$ cat src/sv/mdts_pkg.sv
package mdts_pkg;

    localparam int NUM_STATES = 3;
    localparam int STATE_W    = 2;
    localparam int TIME_W     = 32;
    localparam int CODE_W     = 16;
    localparam int MEANS_W    = 48;
    localparam int CFG_IDX_W  = 3;
    localparam int CFG_DATA_W = 48;
    localparam int TAU_W      = 20;
    localparam int FRAC_SHIFT = 12;

    localparam logic [TIME_W-1:0]  RST_WINDOW_LENGTH = 32'd25600;
    localparam logic [TIME_W-1:0]  RST_THRESHOLDS    = 32'hFFFF_FFFF;

    typedef enum logic {
        OP_START = 1'b0,
        OP_STEP  = 1'b1
    } t_op;

    typedef enum logic [CFG_IDX_W-1:0] {
        REG_WINDOW_LENGTH = 3'd0,
        REG_DWELL_MEANS   = 3'd1,
        REG_START_THR     = 3'd2,
        REG_ROW0_THR      = 3'd3,
        REG_ROW1_THR      = 3'd4,
        REG_ROW2_THR      = 3'd5
    } t_reg_idx;

    // First state whose cumulative threshold is at or above the draw;
    // the last state takes whatever is left.
    function automatic logic [STATE_W-1:0] choose_state(
        input logic [TIME_W-1:0] thr,
        input logic [CODE_W-1:0] u
    );
        logic [STATE_W-1:0] res;
        res = STATE_W'(NUM_STATES - 1);
        for (int s = NUM_STATES - 2; s >= 0; s--) begin
            if (u <= thr[CODE_W*s +: CODE_W]) begin
                res = STATE_W'(s);
            end
        end
        return res;
    endfunction

endpackage

$ cat src/sv/mdts_in_if.sv
interface mdts_in_if;
    logic                         valid;
    logic                         ready;
    logic                         op;
    logic [mdts_pkg::CODE_W-1:0]  exp_variate;
    logic [mdts_pkg::CODE_W-1:0]  uniform_draw;

    modport source (output valid, output op, output exp_variate, output uniform_draw,
                    input ready);
    modport sink   (input valid, input op, input exp_variate, input uniform_draw,
                    output ready);
endinterface

$ cat src/sv/mdts_out_if.sv
interface mdts_out_if;
    logic                          valid;
    logic                          ready;
    logic [mdts_pkg::STATE_W-1:0]  current_state;
    logic                          window_done;
    logic                          step_ignored;
    logic [mdts_pkg::TIME_W-1:0]   total_state0;
    logic [mdts_pkg::TIME_W-1:0]   total_state1;
    logic [mdts_pkg::TIME_W-1:0]   total_state2;

    modport source (output valid, output current_state, output window_done,
                    output step_ignored, output total_state0, output total_state1,
                    output total_state2, input ready);
    modport sink   (input valid, input current_state, input window_done,
                    input step_ignored, input total_state0, input total_state1,
                    input total_state2, output ready);
endinterface

$ cat src/sv/markov_dwell_time_simulator_core.sv
// Three-state Markov jump simulator driven by external random numbers. A start beat
// (op = 0) clears elapsed time and the per-state totals and picks the first state from
// the start thresholds; a step beat (op = 1) multiplies the Q4.12 exponential variate by
// the present state's Q8.8 mean dwell, clips the dwell at the window end, adds it to that
// state's total and jumps to the next state chosen by the uniform draw; a step beat with
// no window open is flagged as ignored. Every beat gives one result beat. The core takes
// one beat per cycle while the result side does not stall: a beat is registered on entry,
// then a 16x16 multiply, a 32-bit add and compare, and the state update feed the result register.
// Configuration registers may be written only while no beat is in flight.
module markov_dwell_time_simulator_core (
    input  logic                            i_clk,
    input  logic                            i_rst_n,
    input  logic                            i_cfg_we,
    input  logic [mdts_pkg::CFG_IDX_W-1:0]  i_cfg_idx,
    input  logic [mdts_pkg::CFG_DATA_W-1:0] i_cfg_wdata,
    mdts_in_if.sink                         i_in,
    mdts_out_if.source                      o_res
);
    import mdts_pkg::*;

    // configuration
    logic [TIME_W-1:0]  r_window_length;
    logic [MEANS_W-1:0] r_dwell_means;
    logic [TIME_W-1:0]  r_start_thr;
    logic [TIME_W-1:0]  r_row_thr [NUM_STATES];

    // simulator state
    logic [STATE_W-1:0] r_state,   n_state;
    logic [TIME_W-1:0]  r_elapsed, n_elapsed;
    logic [TIME_W-1:0]  r_tot [3];
    logic [TIME_W-1:0]  n_tot [3];
    logic               r_win_active, n_win_active;

    // input register
    logic               r_in_valid;
    logic               r_in_op;
    logic [CODE_W-1:0]  r_in_ev;
    logic [CODE_W-1:0]  r_in_u;

    // result register
    logic               r_out_valid;
    logic               r_out_done,    n_done;
    logic               r_out_ignored, n_ignored;

    logic advance;
    logic accept;

    assign advance    = r_in_valid && (!r_out_valid || o_res.ready);
    assign i_in.ready = !r_in_valid || advance;
    assign accept     = i_in.valid && i_in.ready;

    always_ff @(posedge i_clk) begin
        if (!i_rst_n) begin
            r_window_length <= RST_WINDOW_LENGTH;
            r_dwell_means   <= '0;
            r_start_thr     <= RST_THRESHOLDS;
            for (int i = 0; i < NUM_STATES; i++) begin
                r_row_thr[i] <= RST_THRESHOLDS;
            end
        end else if (i_cfg_we) begin
            case (i_cfg_idx)
                REG_WINDOW_LENGTH: r_window_length <= i_cfg_wdata[TIME_W-1:0];
                REG_DWELL_MEANS:   r_dwell_means   <= i_cfg_wdata[MEANS_W-1:0];
                REG_START_THR:     r_start_thr     <= i_cfg_wdata[TIME_W-1:0];
                REG_ROW0_THR:      r_row_thr[0]    <= i_cfg_wdata[TIME_W-1:0];
                REG_ROW1_THR:      r_row_thr[1]    <= i_cfg_wdata[TIME_W-1:0];
                REG_ROW2_THR: begin
                    if (NUM_STATES > 2) begin
                        r_row_thr[NUM_STATES-1] <= i_cfg_wdata[TIME_W-1:0];
                    end
                end
                default: ;
            endcase
        end
    end

    // dwell datapath
    logic [CODE_W-1:0]    mean;
    logic [2*CODE_W-1:0]  prod;
    logic [TAU_W-1:0]     tau_raw;
    logic [TIME_W-1:0]    remaining;
    logic [TIME_W-1:0]    tau;
    logic                 overrun;
    logic                 clip;
    logic [TIME_W-1:0]    row_thr;

    always_comb begin
        case (r_state)
            2'd0:    mean = r_dwell_means[0*CODE_W +: CODE_W];
            2'd1:    mean = r_dwell_means[1*CODE_W +: CODE_W];
            2'd2:    mean = r_dwell_means[2*CODE_W +: CODE_W];
            default: mean = '0;
        endcase
        row_thr = RST_THRESHOLDS;
        for (int i = 0; i < NUM_STATES; i++) begin
            if (r_state == STATE_W'(i)) begin
                row_thr = r_row_thr[i];
            end
        end
    end

    assign prod      = r_in_ev * mean;
    assign tau_raw   = prod[FRAC_SHIFT +: TAU_W];
    assign remaining = r_window_length - r_elapsed;
    assign overrun   = r_elapsed >= r_window_length;
    assign clip      = overrun || ({{(TIME_W-TAU_W){1'b0}}, tau_raw} >= remaining);
    assign tau       = overrun ? '0 :
                       clip    ? remaining : {{(TIME_W-TAU_W){1'b0}}, tau_raw};

    always_comb begin
        n_state      = r_state;
        n_elapsed    = r_elapsed;
        n_win_active = r_win_active;
        n_done       = 1'b0;
        n_ignored    = 1'b0;
        for (int i = 0; i < 3; i++) begin
            n_tot[i] = r_tot[i];
        end
        if (r_in_op == OP_START) begin
            n_elapsed = '0;
            for (int i = 0; i < 3; i++) begin
                n_tot[i] = '0;
            end
            n_state      = choose_state(r_start_thr, r_in_u);
            n_win_active = (r_window_length != '0);
            n_done       = (r_window_length == '0);
        end else if (!r_win_active) begin
            n_ignored = 1'b1;
        end else begin
            n_elapsed = r_elapsed + tau;
            for (int i = 0; i < 3; i++) begin
                if (r_state == STATE_W'(i)) begin
                    n_tot[i] = r_tot[i] + tau;
                end
            end
            n_state = choose_state(row_thr, r_in_u);
            if (clip) begin
                n_done       = 1'b1;
                n_win_active = 1'b0;
            end
        end
    end

    always_ff @(posedge i_clk) begin
        if (!i_rst_n) begin
            r_in_valid   <= 1'b0;
            r_out_valid  <= 1'b0;
            r_state      <= '0;
            r_elapsed    <= '0;
            r_win_active <= 1'b0;
            for (int i = 0; i < 3; i++) begin
                r_tot[i] <= '0;
            end
        end else begin
            if (accept) begin
                r_in_valid <= 1'b1;
            end else if (advance) begin
                r_in_valid <= 1'b0;
            end
            if (advance) begin
                r_out_valid  <= 1'b1;
                r_state      <= n_state;
                r_elapsed    <= n_elapsed;
                r_win_active <= n_win_active;
                for (int i = 0; i < 3; i++) begin
                    r_tot[i] <= n_tot[i];
                end
            end else if (o_res.ready) begin
                r_out_valid <= 1'b0;
            end
        end
    end

    always_ff @(posedge i_clk) begin
        if (accept) begin
            r_in_op <= i_in.op;
            r_in_ev <= i_in.exp_variate;
            r_in_u  <= i_in.uniform_draw;
        end
        if (advance) begin
            r_out_done    <= n_done;
            r_out_ignored <= n_ignored;
        end
    end

    // totals and state live in the state registers; the result beat shows them
    assign o_res.valid         = r_out_valid;
    assign o_res.current_state = r_state;
    assign o_res.window_done   = r_out_done;
    assign o_res.step_ignored  = r_out_ignored;
    assign o_res.total_state0  = r_tot[0];
    assign o_res.total_state1  = r_tot[1];
    assign o_res.total_state2  = r_tot[2];

`ifndef NO_ASSERTIONS
    a_done_xor_ignored: assert property (@(posedge i_clk) disable iff (!i_rst_n)
        r_out_valid |-> !(r_out_done && r_out_ignored))
        else $error("result flags both window_done and step_ignored");

    a_done_closes_window: assert property (@(posedge i_clk) disable iff (!i_rst_n)
        advance |=> (!r_out_done || !r_win_active))
        else $error("window still active after a closing beat");

    a_ignored_keeps_totals: assert property (@(posedge i_clk) disable iff (!i_rst_n)
        (advance && r_in_op == OP_STEP && !r_win_active) |=>
            ($stable(r_tot[0]) && $stable(r_tot[1]) && $stable(r_tot[2])
             && $stable(r_state)))
        else $error("ignored step changed the simulator state");

    a_state_range: assert property (@(posedge i_clk) disable iff (!i_rst_n)
        r_state < STATE_W'(NUM_STATES))
        else $error("present state out of range");
`endif

endmodule

$ cat src/flat_wrapper.sv
// flat-port wrapper written by rule: the top's interface ports become plain ports
module markov_dwell_time_simulator_core_flat import mdts_pkg::*;
  (i_clk, i_rst_n, i_cfg_we, i_cfg_idx, i_cfg_wdata, i_in_valid, i_in_op, i_in_exp_variate, i_in_uniform_draw, i_in_ready, o_res_valid, o_res_current_state, o_res_window_done, o_res_step_ignored, o_res_total_state0, o_res_total_state1, o_res_total_state2, o_res_ready);
  mdts_in_if i_in_i ();
  mdts_out_if o_res_i ();
  input  logic i_clk;
  input  logic i_rst_n;
  input  logic i_cfg_we;
  input  logic [mdts_pkg::CFG_IDX_W-1:0] i_cfg_idx;
  input  logic [mdts_pkg::CFG_DATA_W-1:0] i_cfg_wdata;
  input wire logic [$bits(i_in_i.valid)-1:0] i_in_valid;
  input wire logic [$bits(i_in_i.op)-1:0] i_in_op;
  input wire logic [$bits(i_in_i.exp_variate)-1:0] i_in_exp_variate;
  input wire logic [$bits(i_in_i.uniform_draw)-1:0] i_in_uniform_draw;
  output wire logic [$bits(i_in_i.ready)-1:0] i_in_ready;
  output wire logic [$bits(o_res_i.valid)-1:0] o_res_valid;
  output wire logic [$bits(o_res_i.current_state)-1:0] o_res_current_state;
  output wire logic [$bits(o_res_i.window_done)-1:0] o_res_window_done;
  output wire logic [$bits(o_res_i.step_ignored)-1:0] o_res_step_ignored;
  output wire logic [$bits(o_res_i.total_state0)-1:0] o_res_total_state0;
  output wire logic [$bits(o_res_i.total_state1)-1:0] o_res_total_state1;
  output wire logic [$bits(o_res_i.total_state2)-1:0] o_res_total_state2;
  input wire logic [$bits(o_res_i.ready)-1:0] o_res_ready;
  assign i_in_i.valid = i_in_valid;
  assign i_in_i.op = i_in_op;
  assign i_in_i.exp_variate = i_in_exp_variate;
  assign i_in_i.uniform_draw = i_in_uniform_draw;
  assign i_in_ready = i_in_i.ready;
  assign o_res_valid = o_res_i.valid;
  assign o_res_current_state = o_res_i.current_state;
  assign o_res_window_done = o_res_i.window_done;
  assign o_res_step_ignored = o_res_i.step_ignored;
  assign o_res_total_state0 = o_res_i.total_state0;
  assign o_res_total_state1 = o_res_i.total_state1;
  assign o_res_total_state2 = o_res_i.total_state2;
  assign o_res_i.ready = o_res_ready;
  markov_dwell_time_simulator_core u_core (.i_clk(i_clk), .i_rst_n(i_rst_n), .i_cfg_we(i_cfg_we), .i_cfg_idx(i_cfg_idx), .i_cfg_wdata(i_cfg_wdata), .i_in(i_in_i), .o_res(o_res_i));
endmodule
$ cat config.mk
export PLATFORM = sky130hd
export DESIGN_NAME = markov_dwell_time_simulator_core_flat
export DESIGN_NICKNAME = d
export VERILOG_FILES = /design/src/sv/mdts_pkg.sv /design/src/sv/mdts_in_if.sv /design/src/sv/mdts_out_if.sv /design/src/sv/markov_dwell_time_simulator_core.sv /design/src/flat_wrapper.sv
export SDC_FILE = /design/constraint.sdc
export NUM_CORES = 2
export LEC_CHECK = 0
export ABC_AREA = 1
export BUFFER_PORTS_ARGS = -buffer_cell sky130_fd_sc_hd__buf_2
export CAP_MARGIN = 25
export CELL_PAD_IN_SITES_DETAIL_PLACEMENT = 0
export CELL_PAD_IN_SITES_GLOBAL_PLACEMENT = 1
export CORE_MARGIN = 4
export CORE_UTILIZATION = 42
export CTS_CLUSTER_DIAMETER = 120
export DETAILED_ROUTE_END_ITERATION = 8
export PLACE_DENSITY = 0.78
export SYNTH_ARGS = -nofsm -noshare
export SYNTH_HDL_FRONTEND = slang
export SYNTH_SLANG_ARGS = --single-unit
$ cat constraint.sdc
create_clock -name i_clk -period 10.6 [get_ports i_clk]
set_input_delay 0.53 -clock i_clk [delete_from_list [all_inputs] [get_ports i_clk]]
set_output_delay 0.53 -clock i_clk [all_outputs]
set_load 0.01 [all_outputs]
==> results.toml <==
[critical_path]
cp-start-kind = "flop"
crit_top_cell = "nand2_1"
slowest_delay_ps = 560
path_depth = 54
setup.worst_path.class = "flop to flop"
critPathBufInv = 9
cp_slowest_cell = "fa_1"
critPathArrivalTime_ps = 10510
cp-end-kind = "flop"
path_max_fanout = 14
required_ps = 11070
crit_family = "adder cells"
rr_worst_depth = 54

[flow_run]
max_cap_violations = 0

[floorplan]
die_area_sq_um = 87900
io_pins = 191
coreArea_sq_um = 82200
die_y_microns = 296
fp-row-count = 105
die_width_microns = 296
initial_core_util = 0.425

[detailed_routing]
antenna_left = 0
drt_first_pass_iters = 5
via_count = 31700
wirelength_microns = 111000
vias_per_cell = 5.18
wire_per_inst_microns = 18.2
drtIter0Drc = 2240
drc_errors = 0

[finish]
n_fill_cell = 8375
n_antenna_cell = 0
areaGrowthSynthToFinish_pct = 13.2
finish.utilization = 0.481
mostFrequentLayoutCell = "nand2_1"
mostFrequentLayoutCells = "nand2_1 (1276), inv_1 (853), nor2_1 (347), a21oi_1 (338), ha_1 (324)"
fin_cells = 6120
final_layout_size_suffix_gt1_frac = 0.105
nNetsFinal = 5619
stdcell_area_sq_um = 39600

[synth]
synthXorXnorAreaFrac = 0.00977
ys_seq_area_frac = 0.280
synth-main-ff-cell = "edfxtp_1"
synth-seq-cells = 376
synth-simple-area-share = 0.247
avgSynthCellArea_sq_um = 7.36
synth_area_sq_um = 35000
async_flop_share = 0
synth_top_family_by_area = "simple AND/OR/NAND/NOR gates"
synth_edf_count = 227
synthAdderAreaFrac = 0.227
synth_cells = 4751
synth_compound_area_frac = 0.128
synthMuxAreaShare = 0
ys_warn_count = 0
ys_types = 64

[timing]
min_period_ps = 10040
hold_viol_final = 0
setup_viol_count_final = 0
tns_ps = 0
max_slew.worst_pin.slew_ps = 944
fin_ws_ps = 559
fmax_mhz = 99.6
report.final.slew_viol_count = 0
whs_ps = 68.7
period_share = 0.947
slew_headroom = 0.369
skew_ps = 60.0

[global_route]
grt_usage = 0.251
grt_first_pass_wirelength_microns = 173000
antenna_found_initial = 0
overflow = 0
grt_pass1_vias = 31100
grt_max_degree = 114

[pwr]
power_mw = 5.27
pwr_density_cell_nw_per_um2 = 133
leakage_nw = 20.4
max-vdd-ir-drop_mv = 0.134

[clocking]
cts_max_path_buffers = 3
clock_latency_ps = 630
clkSlewWorstSetupHoldPaths_ps = 60
numCtsBuffers = 47
cts_tree = "built"
cts.sinks = 376
clockRootBuffer = "clkbuf_16"
cts_max_level = 2

[worst_hold_path]
hp-class = "input port to flop"
holdPathStages = 1

[placed_design]
placed_cell_area_sq_um = 37600
pre_cts_ws_ps = 92.9
place_inst = 6014
gp_congestion = 0.893
io_buffers = 190
hpwl_microns = 87700

[outcome]
outcome = "finished, final reports clean"
==> per-layer routing <==
metal  part of all wire  routed length [microns]  track usage  up-vias
met2               0.47                    52700        0.433      802
met1               0.45                    49700        0.339    14900
met4              0.028                     3170       0.0660        0
met3              0.053                     5860       0.0265      158
li1                   -                        -            -    15800
met5                  0                        0            0        -
==> logic make-up (layout without fill, tap and decap cells) <==
logic type	count (synthesis)	after routing
flip-flops	376	376
adder cells (fa/ha/maj)	519	519
XOR/XNOR	39	39
AND/OR/NAND/NOR	2045	2046
AO/OA/AOI/OAI	784	784
other	1	44
buffers and inverters	987	1242
==> Yosys cell counts (18+ instances only) <==
cell type,n,area share
dfxtp_1,149,0.085
nand2_1,1276,0.14
o21a_1,32,0.0069
xnor2_1,20,0.0050
o221ai_1,33,0.0083
edfxtp_1,227,0.20
o21ai_0,223,0.032
nand2_2,37,0.0066
inv_1,857,0.092
xor2_1,19,0.0048
fa_1,194,0.11
nand4_1,25,0.0045
nor2_1,353,0.038
clkbuf_1,107,0.011
a21oi_1,352,0.050
nor2_2,18,0.0032
ha_1,325,0.12
o211ai_1,37,0.0079
nand3_1,202,0.029
nor3_1,49,0.0070
==> worst reg2reg max path: cells and delay by family, from the launching register on <==
family / cells / cell delay [ps]
AND/OR/NAND/NOR: 26 / 2730
XOR/XNOR: 1 / 230
flip-flops: 1 / 380
AO/OA/AOI/OAI: 9 / 1480
adder cells (fa/ha/maj): 9 / 3940
buffers and inverters: 9 / 1170
==> final cells by class <==
cell class	instances	area, sq um	area share
multi-input cells	3432	21800	0.551
flip-flops and latches	376	9810	0.248
inverters	873	3290	0.0831
repair buffers	280	1700	0.0429
well taps	1070	1340	0.0338
clock buffers	57	1260	0.0319
clock inverters	31	367	0.00926
repair inverters	1	7.51	0.000190
==> power breakdown <==
| group | switching [mW] | internal (mW) |
|---|---|---|
| combinational | 1.26 | 0.612 |
| clock | 0.718 | 0.965 |
| sequential | 0.0717 | 1.64 |
==> sequential cells by signal (all words and copies together), names as in the netlist <==
| signal | count |
|---|---|
| u_core.r_window_length | 32 |
| u_core.r_win_active | 1 |
| u_core.o_res.valid | 1 |
| u_core.r_in_valid | 1 |
| u_core.o_res.current_state | 2 |
| u_core.r_in_op | 1 |
| u_core.r_tot | 96 |
| u_core.o_res.window_done | 1 |
| u_core.r_elapsed | 32 |
| u_core.o_res.step_ignored | 1 |
| u_core.r_in_ev | 16 |
| u_core.r_dwell_means | 48 |
| u_core.r_row_thr | 96 |
| u_core.r_start_thr | 32 |
| u_core.r_in_u | 16 |
==> timing repair <==
item | 4_1_cts | 5_1_grt
setup endpoints to repair | 0 | 112
setup buffers | 0 | 15
gates resized for setup | 0 | 62
hold buffers | 0 | 0
==> worst paths after layout <==
path,to,slack (ps),startpoint
max,u_core.r_elapsed[27]$_SDFFE_PN0P_,560,u_core.o_res.current_state[1]$_SDFFE_PN0P_
min reg2reg,u_core.r_elapsed[31]$_SDFFE_PN0P_,470,u_core.r_elapsed[31]$_SDFFE_PN0P_
max reg2reg,u_core.r_elapsed[27]$_SDFFE_PN0P_,560,u_core.o_res.current_state[1]$_SDFFE_PN0P_
min,u_core.r_in_u[14]$_DFFE_PP_,70,i_in_uniform_draw[14]
Note: power is estimated with default switching activity, not from simulation.
